File: src/rtl/kwm_pkg.sv
// Shared types and codes for the k-way sorted merge block.
// Depends on nothing; imported by every module of the block but kwm_ram.
`default_nettype none

package kwm_pkg;

  // Operation codes of an input beat.
  localparam logic [1:0] OP_APPEND = 2'd0;
  localparam logic [1:0] OP_TAKE   = 2'd1;
  localparam logic [1:0] OP_CLEAR  = 2'd2;

  // Status codes of a result beat.
  localparam logic [2:0] ST_VALUE    = 3'd0;
  localparam logic [2:0] ST_EMPTY    = 3'd1;
  localparam logic [2:0] ST_APPENDED = 3'd2;
  localparam logic [2:0] ST_FULL     = 3'd3;
  localparam logic [2:0] ST_CLEARED  = 3'd4;

  // Width of the value fields on the ports.
  localparam int VALUE_FIELD_W = 16;

  typedef struct packed {
    logic [1:0]          op;
    logic [3:0]          lane;
    logic signed [15:0]  value;
  } kwm_in_t;

  typedef struct packed {
    logic signed [15:0]  merged_value;
    logic [2:0]          status;
  } kwm_out_t;

  // Commands from the sequencer to the lane pointer table.
  typedef struct packed {
    logic clr;
    logic push;
    logic pop;
  } kwm_lane_cmd_t;

  // Commands from the sequencer to the shared minimum unit.
  typedef struct packed {
    logic init;
    logic issue;
    logic nonempty;
  } kwm_cmp_cmd_t;

endpackage

`default_nettype wire

File: src/rtl/kwm_min.sv
// Shared comparator that keeps the smallest lane head seen during a scan.
// Depends on kwm_pkg for the command struct.
`default_nettype none

module kwm_min #(
  parameter int LANES = 16,
  parameter int VALUE_WIDTH = 16,
  localparam int LW = $clog2(LANES)
) (
  input  logic                   clk,
  input  logic                   rst,
  input  kwm_pkg::kwm_cmp_cmd_t  cmd,
  input  logic [LW-1:0]          lane,
  input  logic [VALUE_WIDTH-1:0] rdata,
  output logic                   found,
  output logic [LW-1:0]          best_lane,
  output logic [VALUE_WIDTH-1:0] best_val
);
  import kwm_pkg::*;

  logic          p_valid;
  logic          p_ne;
  logic [LW-1:0] p_lane;
  logic          better;

  // Strictly less keeps the lowest lane on equal heads.
  assign better = !found || ($signed(rdata) < $signed(best_val));

  // The issue is registered, like the lane tag, to meet the registered RAM read.
  always_ff @(posedge clk) begin
    if (rst) begin
      p_valid <= 1'b0;
      found   <= 1'b0;
    end else begin
      p_valid <= cmd.issue;
      if (cmd.init) begin
        found <= 1'b0;
      end else if (p_valid && p_ne && better) begin
        found <= 1'b1;
      end
    end
  end

  // Payload of the pipeline stage and the running minimum.
  always_ff @(posedge clk) begin
    p_ne   <= cmd.nonempty;
    p_lane <= lane;
    if (!cmd.init && p_valid && p_ne && better) begin
      best_lane <= p_lane;
      best_val  <= rdata;
    end
  end

endmodule

`default_nettype wire

File: config.mk
export PLATFORM = sky130hd
export DESIGN_NAME = kwm_min
export DESIGN_NICKNAME = d
export VERILOG_FILES = /design/src/rtl/kwm_pkg.sv /design/src/rtl/kwm_min.sv
export SDC_FILE = /design/constraint.sdc
export NUM_CORES = 1
export LEC_CHECK = 0
export BUFFER_PORTS_ARGS = -buffer_cell sky130_fd_sc_hd__buf_2
export CORE_UTILIZATION = 47
export CTS_BUF_LIST = sky130_fd_sc_hd__clkbuf_16
export CTS_CLUSTER_DIAMETER = 80
export DETAILED_ROUTE_END_ITERATION = 8
export PLACE_DENSITY = 0.77
export SYNTH_ARGS = -nofsm -noshare
export SYNTH_HDL_FRONTEND = slang
export SYNTH_SLANG_ARGS = --single-unit
export TNS_END_PERCENT = 100
File: constraint.sdc
create_clock -name clk -period 2.6 [get_ports clk]
set_input_delay 0.39 -clock clk [delete_from_list [all_inputs] [get_ports clk]]
set_output_delay 0.39 -clock clk [all_outputs]
set_load 0.1 [all_outputs]
Word-level counts from Yosys, hierarchy flattened
Cells that the tools add are included. Widths: inputs -> output; s select.

Bits in registers: 27. Latch bits: 0. Bits in writable memories: 0. ROM bits: 0. Input bits: 25. Output and inout port bits: 21. Memories kept: 0.

Add/subtract/negate cells: 0. Multipliers: 0. Divide/modulo/power cells: 0. Order comparisons: 1. Eq/ne operators: 0. Shifts and indexed selects: 0. Muxes and demuxes: 0. Bitwise gates (word level): 0. Reduce and logical (&&, ||, !) cells: 9.

Operator list (number): $lt 16x16->1 (1); $logic_and 1x1->1 (5); $logic_not 1->1 (2); $reduce_or 2->1 (1); $logic_or 1x1->1 (1).

Longest topological paths before layout
Depth in word-level cells: 4. Depth in mapped cells: 7.

Worst setup path after synthesis
No wires, ideal clock.

Kind: register to register. Start: register best_val[15]. End: register best_lane[0], enable pin. Arrival: 2.602 ns. Required time: 2.224 ns. Slack: -0.378 ns. Stages on the path, launching flop included: 8. Clock period less this slack: 2.978 ns. Cells stage by stage: edfxtp_1 -> inv_1 -> ha_1 -> and4_1 -> nand4_1 -> a2111oi_1 -> nor2_1 -> mux2_1.

Word-level cells in the longest chain between the ends: 3.

Ends and longest elaborated chain: start: declaration (RTL line kwm_min.sv:17) `output logic [VALUE_WIDTH-1:0] best_val`; start signal: assignment (RTL line kwm_min.sv:50) `best_val <= rdata;`; $lt 16x16->1 (RTL line kwm_min.sv:27) `assign better = !found || ($signed(rdata) < $signed(best_val));`; $logic_or 1x1->1 (RTL line kwm_min.sv:27); $logic_and 1x1->1 (RTL line kwm_min.sv:48) `if (!cmd.init && p_valid && p_ne && better) begin`; end signal: assignment (RTL line kwm_min.sv:49) `best_lane <= p_lane;`; end: declaration (RTL line kwm_min.sv:16) `output logic [LW-1:0] best_lane,`.

No other way between the ends. A chain may end at the register's enable or synchronous reset.

Worst setup path in the final report
Start: register best_val[1]. End: register best_val[5], enable pin.

Word-level cells in the longest chain between the ends: 3.

Ends and longest elaborated chain (RTL line): $lt 16x16->1 (kwm_min.sv:27); $logic_or 1x1->1 (kwm_min.sv:27); $logic_and 1x1->1 (kwm_min.sv:48).

No other way between the ends.

==> flow_summary.toml <==
[synthesis]
synth_top_cells_by_area = "edfxtp_1, ha_1, dfxtp_1"
synth.top_cell.area_share_pct = 51.6
synthCells = 85
synth_top_family_by_area = "adder cells"
ys_seq_area_share_pct = 63.6
synth-simple-area-share_pct = 6.12
yosys.area_share.adder_pct = 16.1
ys_types = 23
synth-main-ff-cell = "edfxtp_1"
yosys.area_share.xor_xnor_pct = 0
muxShareOfSynthArea_pct = 0.967
yosysMostFrequentCell = "edfxtp_1"
netlist_area_um2 = 1160
synth_edf_count = 20
synth_area_per_cell_um2 = 13.7
synth_fp_nets = 125
async_flop_share_pct = 0
yosysTopAreaCell = "edfxtp_1"
ys_ff_latch = 27
synth_warnings = 0
synthTopCellsByCount = "edfxtp_1, inv_1, ha_1"
synth_compound_area_share_pct = 8.06

[placed_design]
dpl_cell_area_um2 = 1460
gp_congestion = 0.690
port_buffers = 45
post-dp-hpwl_um = 1590
pre_cts_ws_ns = 0.245

[floorplanning]
die_w_um = 51.8
start_util_pct = 51.2
fp.dieH_um = 51.8
io_pins = 46
core_um2 = 2280
num_rows = 17
die_area_um2 = 2680

[power]
p_sw_share_pct = 23.5
seq_power_share_pct = 50.9
p_per_area_nw_per_um2 = 612
power_uw = 943
intPower_uw = 721
clockPowerShare_pct = 36.6
p_leak_uw = 0.000728
p_comb_share_pct = 12.4
p_sw_uw = 222
ir_worst_vdd_mv = 0.581

[critical_path]
cp.required_ns = 2.58
critPathLaunchType = "register"
r2r_cells = 6
slowest_stage = "a2111oi_1"
crit_path_max_fanout = 20
cp_slowest_stage_delay_ns = 0.54
worst-setup-path-type = "register to register"
cp_cell_sequence = "inv_1 > ha_1 > a2111oi_1 > a2111oi_2 > nor2_1 > mux2_4"
crit_path_end_kind = "register"
cp.arrival_ns = 2.21

[outcome]
run_status = "finished, final reports clean"

[sta]
grt_setup_unrepaired = "no"
max_slew_margin_pct = 61.9
fin_skew_ns = 0.00464
worst_slack_ns = 0.374
worst_pin_slew_ns = 0.571
final_max_slew_viol_count = 0
fin_crit_ns = 2.23
setup_viol = 0
period_share_pct = 85.6
finalHoldViolations = 0
fmax_mhz = 449

[worst_hold_path]
hold_class = "input pin to register"
hold_depth = 1

[cts]
cts_setup_buffers = 0
cts_num_sinks = 27
numCtsBuffers = 3
cts_resized = 0
clk_pin_slew_worst_paths_ns = 0.07
h-tree-depth = 1
cts_root_buf = "clkbuf_16"
hold_buffers = 0
cts_tree = "yes"
ctsLongestPathBuffers = 2
clock_latency_ns = 0.26

[routing]
drtIter0Drc = 16
routed_wl_um = 1970
wl_per_cell_um = 12.1
drc = 0
num_vias = 796
via_per_inst = 4.91
firstDrtPassIters = 4
drtAntennaViolNets = 0

[layout]
antenna_cells = 0
nets = 175
area_growth_pct = 32.2
fill_cells = 180
drive_gt1_share_pct = 41.0
design_area_um2 = 1540

[global_routing]
grt_max_degree = 21
antenna_found_initial = 0
grt_overflow = 0
first_global_vias = 727
grt_pass1_wl_um = 3180
grtUsageTotal_pct = 17.2

[job]
maxCapViolCount = 0
==> stage by stage <==
step / std cells / hold WS [ns] / utilization (%) / setup TNS [ns]
after floorplan: 85 / 0.386 / - / -1.14
after global placement: 158 / 0.386 / 64.1 / 0
after detailed placement: 158 / 0.389 / 64.1 / 0
after CTS: 162 / 0.227 / 67.7 / 0
after global routing: 162 / 0.216 / 67.7 / 0
final: 162 / 0.231 / 67.7 / 0
==> power by group through the flow <==
stage	registers (uW)	clock network (uW)	logic (uW)
6_report	480	346	117
3_5_place_dp	490	0	118
5_1_grt	481	379	126
4_1_cts	480	355	119
3_3_place_gp	489	0	115
2_1_floorplan	537	0	33.4
==> layer usage <==
layer,up-vias,share of wire [%],global-route usage (%)
li1,404,-,-
met5,-,0,0
met1,364,44,21.3
met4,0,0.71,6.76
met2,26,52,28.8
met3,2,3.6,4.39
==> critical path, delay by kind of cell (launching register included) <==
family,cells,cell delay (ns)
AOI/OAI and AO/OA,2,0.65
adders and majority gates,1,0.22
buffers and inverters,1,0.07
DFF,1,0.38
muxes,1,0.44
and+or+nand+nor,1,0.18
==> final timing paths <==
check                              from                endpoint  slack, ns
setup reg to reg  best_val[1]$_DFFE_PP_   best_val[5]$_DFFE_PP_       0.37
setup / recovery  best_val[1]$_DFFE_PP_   best_val[5]$_DFFE_PP_       0.37
hold reg to reg       p_lane[0]$_DFF_P_  best_lane[0]$_DFFE_PP_       0.40
hold / removal                  lane[3]       p_lane[3]$_DFF_P_       0.23
==> kinds of logic after synthesis <==
| group | after synthesis |
|---|---|
| flops | 27 |
| mux | 1 |
| buf+inv | 16 |
| simple gates | 13 |
| compound gates | 13 |
| fa+ha+maj | 15 |
==> cell usage in the layout, fill, tap and decap left out, types with 2 or more instances in the layout <==
cell type  synthesis  layout
inv_1             16      15
a21oi_1            3       3
ha_1              15      14
a21o_1             3       3
buf_2              0      45
a211oi_1           2       2
clkbuf_16          0       3
nand2_1            4       4
dfxtp_1            7       7
edfxtp_1          20      20
==> flip-flops by register name, indices dropped and copies added (netlist names) <==
signal and cells:
p_ne 1, p_valid 1, best_val 16, found 1, p_lane 4, best_lane 4
==> cell type report <==
| class | count | area (um2) | area share, % |
|---|---|---|---|
| Multi-Input combinational cell | 42 | 398 | 25.8 |
| Inverter | 16 | 60.1 | 3.90 |
| Clock inverter | 1 | 6.26 | 0.406 |
| Tap cell | 28 | 35.0 | 2.27 |
| Sequential cell | 27 | 741 | 48.1 |
| Clock buffer | 3 | 75.1 | 4.87 |
| Timing Repair Buffer | 45 | 225 | 14.6 |
(Power assumes the default switching activity.)
