`config.mk`:
```
export PLATFORM = sky130hd
export DESIGN_NAME = kwm_lanes
export DESIGN_NICKNAME = d
export VERILOG_FILES = /design/src/rtl/kwm_pkg.sv /design/src/rtl/kwm_lanes.sv
export SDC_FILE = /design/constraint.sdc
export NUM_CORES = 1
export LEC_CHECK = 0
export BUFFER_PORTS_ARGS = -buffer_cell sky130_fd_sc_hd__buf_2
export CELL_PAD_IN_SITES_DETAIL_PLACEMENT = 1
export CELL_PAD_IN_SITES_GLOBAL_PLACEMENT = 2
export CORE_MARGIN = 10
export CORE_UTILIZATION = 25
export DETAILED_ROUTE_END_ITERATION = 12
export GPL_TIMING_DRIVEN = 1
export PLACE_DENSITY = 0.56
export SETUP_SLACK_MARGIN = 0.05
export SLEW_MARGIN = 20
export SYNTH_ARGS = -nofsm -noshare
export SYNTH_HDL_FRONTEND = slang
export SYNTH_SLANG_ARGS = --single-unit
```
`constraint.sdc`:
```
create_clock -name clk -period 5.3 [get_ports clk]
set_input_delay 0 -clock clk [delete_from_list [all_inputs] [get_ports clk]]
set_output_delay 0 -clock clk [all_outputs]
set_load 0.01 [all_outputs]
```
`src/rtl/kwm_pkg.sv`:
```
// Shared types and codes for the k-way sorted merge block.
// Depends on nothing; imported by every module of the block but kwm_ram.
`default_nettype none

package kwm_pkg;

  // Operation codes of an input beat.
  localparam logic [1:0] OP_APPEND = 2'd0;
  localparam logic [1:0] OP_TAKE   = 2'd1;
  localparam logic [1:0] OP_CLEAR  = 2'd2;

  // Status codes of a result beat.
  localparam logic [2:0] ST_VALUE    = 3'd0;
  localparam logic [2:0] ST_EMPTY    = 3'd1;
  localparam logic [2:0] ST_APPENDED = 3'd2;
  localparam logic [2:0] ST_FULL     = 3'd3;
  localparam logic [2:0] ST_CLEARED  = 3'd4;

  // Width of the value fields on the ports.
  localparam int VALUE_FIELD_W = 16;

  typedef struct packed {
    logic [1:0]          op;
    logic [3:0]          lane;
    logic signed [15:0]  value;
  } kwm_in_t;

  typedef struct packed {
    logic signed [15:0]  merged_value;
    logic [2:0]          status;
  } kwm_out_t;

  // Commands from the sequencer to the lane pointer table.
  typedef struct packed {
    logic clr;
    logic push;
    logic pop;
  } kwm_lane_cmd_t;

  // Commands from the sequencer to the shared minimum unit.
  typedef struct packed {
    logic init;
    logic issue;
    logic nonempty;
  } kwm_cmp_cmd_t;

endpackage

`default_nettype wire

```
`src/rtl/kwm_lanes.sv`:
```
// Read pointer and fill count of every lane FIFO, accessed at one selected lane.
// Depends on kwm_pkg for the command struct.
`default_nettype none

module kwm_lanes #(
  parameter int LANES = 16,
  parameter int LANE_DEPTH = 256,
  localparam int LW = $clog2(LANES),
  localparam int SW = $clog2(LANE_DEPTH)
) (
  input  logic                   clk,
  input  logic                   rst,
  input  kwm_pkg::kwm_lane_cmd_t cmd,
  input  logic [LW-1:0]          sel,
  output logic [SW-1:0]          head,
  output logic [SW-1:0]          tail,
  output logic                   full,
  output logic                   empty
);
  import kwm_pkg::*;

  localparam int CW = $clog2(LANE_DEPTH + 1);
  localparam int AW = SW + 1;

  logic [CW-1:0] cnt [LANES];
  logic [SW-1:0] hd  [LANES];
  logic [CW-1:0] cnt_sel;
  logic [AW-1:0] sum;
  logic [SW-1:0] head_inc;

  // Everything reads the one selected lane.
  assign cnt_sel = cnt[sel];
  assign head    = hd[sel];
  assign full    = (cnt_sel == CW'(LANE_DEPTH));
  assign empty   = (cnt_sel == '0);

  // Tail slot: head plus count, wrapped once around the lane depth.
  assign sum  = AW'(head) + AW'(cnt_sel);
  assign tail = (sum >= AW'(LANE_DEPTH)) ? SW'(sum - AW'(LANE_DEPTH)) : sum[SW-1:0];

  assign head_inc = (head == SW'(LANE_DEPTH - 1)) ? '0 : head + 1'b1;

  // Pointer update; clear empties every lane at once.
  always_ff @(posedge clk) begin
    if (rst || cmd.clr) begin
      for (int i = 0; i < LANES; i++) begin
        cnt[i] <= '0;
        hd[i]  <= '0;
      end
    end else if (cmd.push) begin
      cnt[sel] <= cnt_sel + 1'b1;
    end else if (cmd.pop) begin
      cnt[sel] <= cnt_sel - 1'b1;
      hd[sel]  <= head_inc;
    end
  end

endmodule

`default_nettype wire

```
==> Yosys cells after proc, flatten, opt, wreduce, memory -nomap -nowiden <==
Memories as Yosys holds them, arrays and structs flattened.
Cells that the tools add are included.
{ "totals": {"ff_bits": 0, "ramBits": 272, "in_bits": 9, "out_inout_bits": 18, "elab_cells": 33, "memories": 2} }
{ "classes": {"add_sub_neg": 5, "magnitude_cmp": 1, "eq_ne": 2, "mux": 18, "n_bitwise": 1, "reduce_logical": 4} }
{ "memory_table": {"columns": ["memory", "words", "word_bits", "rd", "rd_ports_with_merged_regs", "write_ports", "line_no", "source"], "rows": [
  ["cnt", 16, 9, 1, 0, 16, "kwm_lanes.sv:25", "logic [CW-1:0] cnt [LANES];"],
  ["hd", 16, 8, 1, 0, 16, "kwm_lanes.sv:26", "logic [SW-1:0] hd [LANES];"]
]} }
{ "op_table": {"columns": ["op", "count"], "rows": [
  ["8-bit two-way mux", 3],
  ["9-bit two-way mux", 2],
  ["1-bit two-way mux", 11],
  ["8-bit by 9-bit adder with 9-bit output", 1],
  ["9-bit by 1-bit adder with 9-bit output (second input constant)", 1],
  ["9-bit == test (second input constant)", 1],
  ["9-bit >= comparator (second input constant)", 1],
  ["9-bit logical NOT", 1],
  ["9-bit OR reduction", 1],
  ["9-bit by 1-bit subtractor with 9-bit output (second input constant)", 1],
  ["8-bit by 1-bit adder with 8-bit output (second input constant)", 1],
  ["8-bit == test (second input constant)", 1],
  ["4-bit two-way mux", 2],
  ["8-bit OR reduction", 1],
  ["8-bit by 1-bit subtractor with 8-bit output (second input constant)", 1],
  ["1-bit logical OR", 1],
  ["1-bit bitwise OR", 1]
]} }

==> Longest topological paths before layout <==
{ "logic_depth": {"word_depth": 7, "ltp_mapped": 15, "depth_no_buf": 12} }

==> Worst setup path after synthesis <==
Ideal clock, no wire load.
{ "synth_timing": {"kind": "register to register", "from": "memory cnt[9][0] in the netlist's numbering", "to": "memory cnt[10][8] in the netlist's numbering (data pin)", "setup_time_ps": 263, "arrival_ps": 3515, "required_time_ps": 5037, "setup_slack_ps": 1522, "path_stages_with_launch": 14, "n_path_buf": 3, "period_less_slack_ps": 3778, "cell_sequence": "edfxtp_1 > mux4_1 > mux4_2 > buf_2 > buf_1 > fa_1 > a21o_1 > a21oi_1 > o21bai_1 > a21oi_1 > o21ai_0 > xnor2_1 > buf_2 > nor2_1"} }
{ "synth_lines": {"columns": ["item", "line_no"], "rows": [
  ["from (decl)", "kwm_lanes.sv:25"]
]} }

==> Worst setup path after layout <==
{ "layout_timing": {"from": "input port sel[0]", "to": "output port tail[6]"} }
{ "layout_via": {"elab_chain_len": 4, "word_cells_on_any_way": 6, "cone_classes": "add/sub: 2; order compare: 1; mux: 1; memory: 2"} }
{ "layout_lines": {"columns": ["item", "line_no", "source"], "rows": [
  ["from (decl)", "kwm_lanes.sv:14", "input logic [LW-1:0] sel,"],
  ["memory read 16 x 8 bit or memory read 16 x 9 bit (tied branches)", null, null],
  ["8-bit by 9-bit adder with 9-bit output *", "kwm_lanes.sv:38", "assign sum = AW'(head) + AW'(cnt_sel);"],
  ["8-bit by 1-bit subtractor with 8-bit output or 9-bit >= comparator (tied branches)", "kwm_lanes.sv:39", "assign tail = (sum >= AW'(LANE_DEPTH)) ? SW'(sum - AW'(LANE_DEPTH)) : sum[SW-1:0];"],
  ["8-bit two-way mux *", "kwm_lanes.sv:39", null],
  ["to (decl)", "kwm_lanes.sv:16", "output logic [SW-1:0] tail,"]
]} }
Mark *: on every way between the ends. The rest lies on a longest branch, timed or not.

==> impl.org <==
** Clock network
- Count of hold-fix buffers inserted at cts :: 0
- H-tree Lvls :: 1
- Worst skew pair latency :: 0.55 ns
- Number of sinks handled by clock tree synthesis :: 272
- Num CTS Buffers :: 29
- The clock passes through at most 3 buffers.
- Post-cts sizing count :: 0
- TritonCTS built the clock tree.
- The root buffer cell chosen for the clock tree is clkbuf_16.
- Clock-pin slew was measured on the worst setup and hold paths at 0.06 ns.
- Once the clock tree was built, the setup fixing pass inserted 0 buffers.

** Synthesis
- Synth unique cells :: 44
- During synthesis, Yosys emitted a total of 0 warnings.
- EDFF count, synth :: 272
- Simple-gate share of the synthesized area :: 0.1216
- Of the synthesized area, sequential elements account for 0.6496.
- Largest family of logic cells by synthesized area :: multiplexers
- Synthesized-area fraction occupied by ao, oa, aoi and oai cells :: 0.02528
- Xor and xnor area share after synthesis :: 0.01443
- Asr flop ratio synth :: 0
- Synthesis inferred 272 register bits.
- A synthesized cell averages 14.30 sq um.
- The synthesized netlist occupies a cell area of 12570 sq um.
- Post-synthesis cell count :: 879
- Post-synthesis share of cell area spent on full adders, half adders and majority gates :: 0.01811
- Synth Net Count :: 905
- After synthesis, the share of cell area in mux cells is 0.1454.
- Leading register cell type out of synthesis :: edfxtp_1

** STA
- Final period utilization :: 0.7777
- Based on the critical path, the design can be clocked at up to 242.6 MHz.
- The final hold violation count came to 0.
- The count of final max-slew check failures is 0.
- Final setup vio count :: 0
- Hold Worst Slack :: 0.1783 ns
- Min setup slack post-route :: 1.178 ns
- Between clock sinks in the finished design, the worst skew comes to 0.01229 ns.
- The routed design could run at a clock period as short as 4.122 ns.
- Slew @ Worst Pin :: 0.9775 ns
- Setup repair after global routing missed its margin :: no
- Headroom to the max-slew limit came out at 0.3483.
- Setup total negative slack on the finished layout was measured at 0 ns.

** Floorplanning
- Die area :: 59660 sq um
- The floorplan step defined a core boundary enclosing 49970 sq um.
- Chip width :: 244.3 um
- Placement Rows :: 82
- Number of top-level pins :: 27
- Die extent in y :: 244.3 um
- The initial utilization of the core area, before any placement, comes to 0.2516.

** Worst setup path
- In this run the critical register-to-register path is captured at cnt[3][8]$_SDFFCE_PN0P_.
- The startpoint identified for the worst register-to-register timing path is cnt[1][0]$_SDFFCE_PN0P_.
- In this run the register-to-register setup slack is 1.42 ns.
- The worst setup path is captured at a primary output.
- For this run, the slowest stage of the critical path takes 0.65 ns.
- For the worst setup path, the data required time is 5.30 ns.
- Cell count of the worst reg-to-reg path :: 11
- The critical path is of the in2out type.
- Launching element type of the critical path :: input pin
- Cell chain of the critical path :: buf_4, buf_4, mux4_1, a22oi_1, nand2_1, ha_1, inv_1, fa_1, inv_1, a21o_1, a21oi_1, o21bai_1, a21oi_1, xnor2_1, buf_2
- The slowest stage of the critical path belongs to the cell mux4_1.
- For the worst setup path, the data arrival time is 4.12 ns.
- CP Max Fanout :: 38

** Drt
- Summed over all layers, the routed wires come to 36120 um.
- Mean routed wirelength per cell :: 22.55 um
- Remaining antenna violation count :: 0
- Average via count per standard cell :: 4.567
- Total DRC errors in the routed layout :: 0
- Detailed-route via count :: 7317
- The pre-antenna-repair detailed-routing pass consisted of 4 iterations.
- Detailed Route Iter0 Violations :: 534

** Worst hold path
- In this run the worst hold path is classified as in2reg.
- Along the worst hold path, the cell count comes to 3.
- Capture endpoint of the worst hold path :: hd[7][7]$_SDFFCE_PN0P_
- Startpoint of the lowest-slack hold path :: rst

** Pwr
- Of the total power, the share spent switching nets is 0.2458.
- Cell internal power was estimated by the tool at 3861 uW.
- Total power density per cell area :: 356.1 nW/um^2
- Net switching power figure :: 1258 uW
- Of the total power, registers draw 0.484.
- Part of the total power dissipated in the clock network :: 0.410
- In this run the static leakage power is 0.005228 uW.
- Of the total power, combinational logic draws 0.106.
- The worst-case IR drop observed on VDD is 0.2400 mV.

** Placement
- Setup slack at placement :: 1.001 ns
- The number of placed instances, taps included, is 1548.
- Detailed placement ended at an HPWL of 23550 um.
- Final estimated routing congestion in global placement :: 0.7319
- Port buffer count :: 26

** GRT
- GRT Total Usage :: 0.1194
- Wire length of the first global-routing pass :: 53540 um
- The via count of the first global-routing pass came to 7829.
- The initial antenna violation count was 5.
- Summed over all layers, the global routing overflow is 0.
- Maximum number of pins on one net before global-route repair :: 56

** Run
- The tool flagged a number of max-cap violations equal to 0.

** Cells and area
- In the final design database the tool counted 933 nets.
- Number of cells in the finished layout apart from fillers :: 1602
- Post-route core utilization :: 0.2877
- Fill cell instance count of the final layout :: 5344
- Fraction of final layout cells sized beyond drive strength 1 :: 0.1668
- From synthesis to final layout, the design area changed by 14.34%.

** Outcome
- Outcome :: finished clean
-- cell usage after synthesis, types with 2 or more instances --
cell | number | share of area
nor2_1 | 285 | 0.085
edfxtp_1 | 272 | 0.65
nand2_1 | 80 | 0.024
mux4_2 | 58 | 0.10
mux4_1 | 19 | 0.040
a22oi_1 | 16 | 0.0096
clkbuf_1 | 15 | 0.0045
ha_1 | 15 | 0.015
buf_2 | 14 | 0.0056
xnor2_1 | 14 | 0.0098
a21oi_1 | 12 | 0.0048
inv_1 | 12 | 0.0036
buf_1 | 6 | 0.0018
buf_4 | 6 | 0.0036
a21o_1 | 5 | 0.0030
nand3_1 | 4 | 0.0016
o21ai_0 | 4 | 0.0016
buf_12 | 3 | 0.0048
nor3_1 | 3 | 0.0012
o21bai_1 | 3 | 0.0018
xor2_1 | 3 | 0.0021
buf_6 | 2 | 0.0018
fa_1 | 2 | 0.0032
nand2b_1 | 2 | 0.00099
nand3_2 | 2 | 0.0016
nor2b_1 | 2 | 0.00099
nor4_2 | 2 | 0.0020
xnor2_2 | 2 | 0.0026
-- layout by cell type, fill, tap and decap left out, types with 2 or more instances in the layout --
| cell type | count |
|---|---|
| clkbuf_16 | 29 |
| nand3_1 | 4 |
| a21oi_1 | 12 |
| ha_1 | 15 |
| o21ai_0 | 4 |
| mux4_2 | 58 |
| inv_1 | 12 |
| o21bai_1 | 3 |
| mux4_1 | 19 |
| xor2_1 | 3 |
| clkinv_1 | 11 |
| nand2_1 | 80 |
| nor4_2 | 2 |
| nor2b_1 | 2 |
| nand3_2 | 2 |
| nor3_1 | 3 |
| edfxtp_1 | 272 |
| a22oi_1 | 16 |
| nand2b_1 | 2 |
| fa_1 | 2 |
| nor2_1 | 284 |
| bufinv_16 | 5 |
| buf_2 | 24 |
| xnor2_2 | 3 |
| a21o_1 | 5 |
| clkinv_2 | 6 |
| buf_4 | 19 |
| xnor2_1 | 13 |
-- state kept, by name, indices dropped and copies added (netlist names) --
name and count:
cnt 144, hd 128
-- metrics by stage --
stage	area [sq um]	total power (uW)
3_5_place_dp	13420	3083
2_1_floorplan	12570	2865
4_1_cts	14370	5185
3_3_place_gp	13410	3079
5_1_grt	14370	5297
6_report	14380	5119
-- worst max-delay path by stage --
| stage | startpoint | end | slack (ns) | cells past startpoint |
|---|---|---|---|---|
| global placement | sel[0] | cnt[0][8]$_SDFFCE_PN0P_ | 1.10 | 12 |
| global route | sel[0] | tail[6] | 0.85 | 15 |
| detailed placement | sel[0] | cnt[10][8]$_SDFFCE_PN0P_ | 1.00 | 12 |
| CTS | sel[0] | tail[6] | 1.09 | 15 |
| finish | sel[0] | tail[6] | 1.18 | 15 |
| floorplan | cnt[9][0]$_SDFFCE_PN0P_ | cnt[10][8]$_SDFFCE_PN0P_ | 1.52 | 13 |
-- critical path: cells and delay by family --
kind,cells,cell delay [ns]
xor+xnor,1,0.13
mux,1,0.65
fa+ha+maj,2,0.53
buf+inv,5,1.45
compound gates,5,0.97
simple gates,1,0.30
-- per-layer routing --
metal,up-vias,GRT usage,wire length [um]
li1,3314,-,-
met1,3822,0.1626,16740
met2,133,0.1979,17340
met3,42,0.01602,1367
met4,6,0.02959,625
met5,-,0,41
-- logic make-up (layout without fill, tap and decap cells) --
logic type / count (synthesis) / in the layout
AND/OR/NAND/NOR: 388 / 388
buffers and inverters: 58 / 108
multiplexers: 78 / 78
other: 0 / 1
XOR/XNOR: 19 / 19
flip-flops: 272 / 272
AO/OA/AOI/OAI: 47 / 47
adder cells (fa/ha/maj): 17 / 17
-- cell type report --
cell class              count  area [sq um]  area share
clock inverters            23         229.0     0.01593
diodes                      1         2.502   0.0001741
flip-flops and latches    272          8168      0.5681
well taps                 672         840.8     0.05849
clock buffers              30         729.5     0.05074
inverters                  12         45.04    0.003133
repair buffers             43         262.8     0.01828
multi-input cells         549          4099      0.2851
-- power by group through the flow --
| stage | clock [uW] | sequential, uW | combinational (uW) |
|---|---|---|---|
| global route | 2220 | 2490 | 593 |
| detailed placement | 0 | 2530 | 558 |
| global placement | 0 | 2520 | 558 |
| floorplan | 0 | 2510 | 355 |
| CTS | 2150 | 2480 | 559 |
| finish | 2100 | 2480 | 541 |
(Power assumes the default switching activity.)
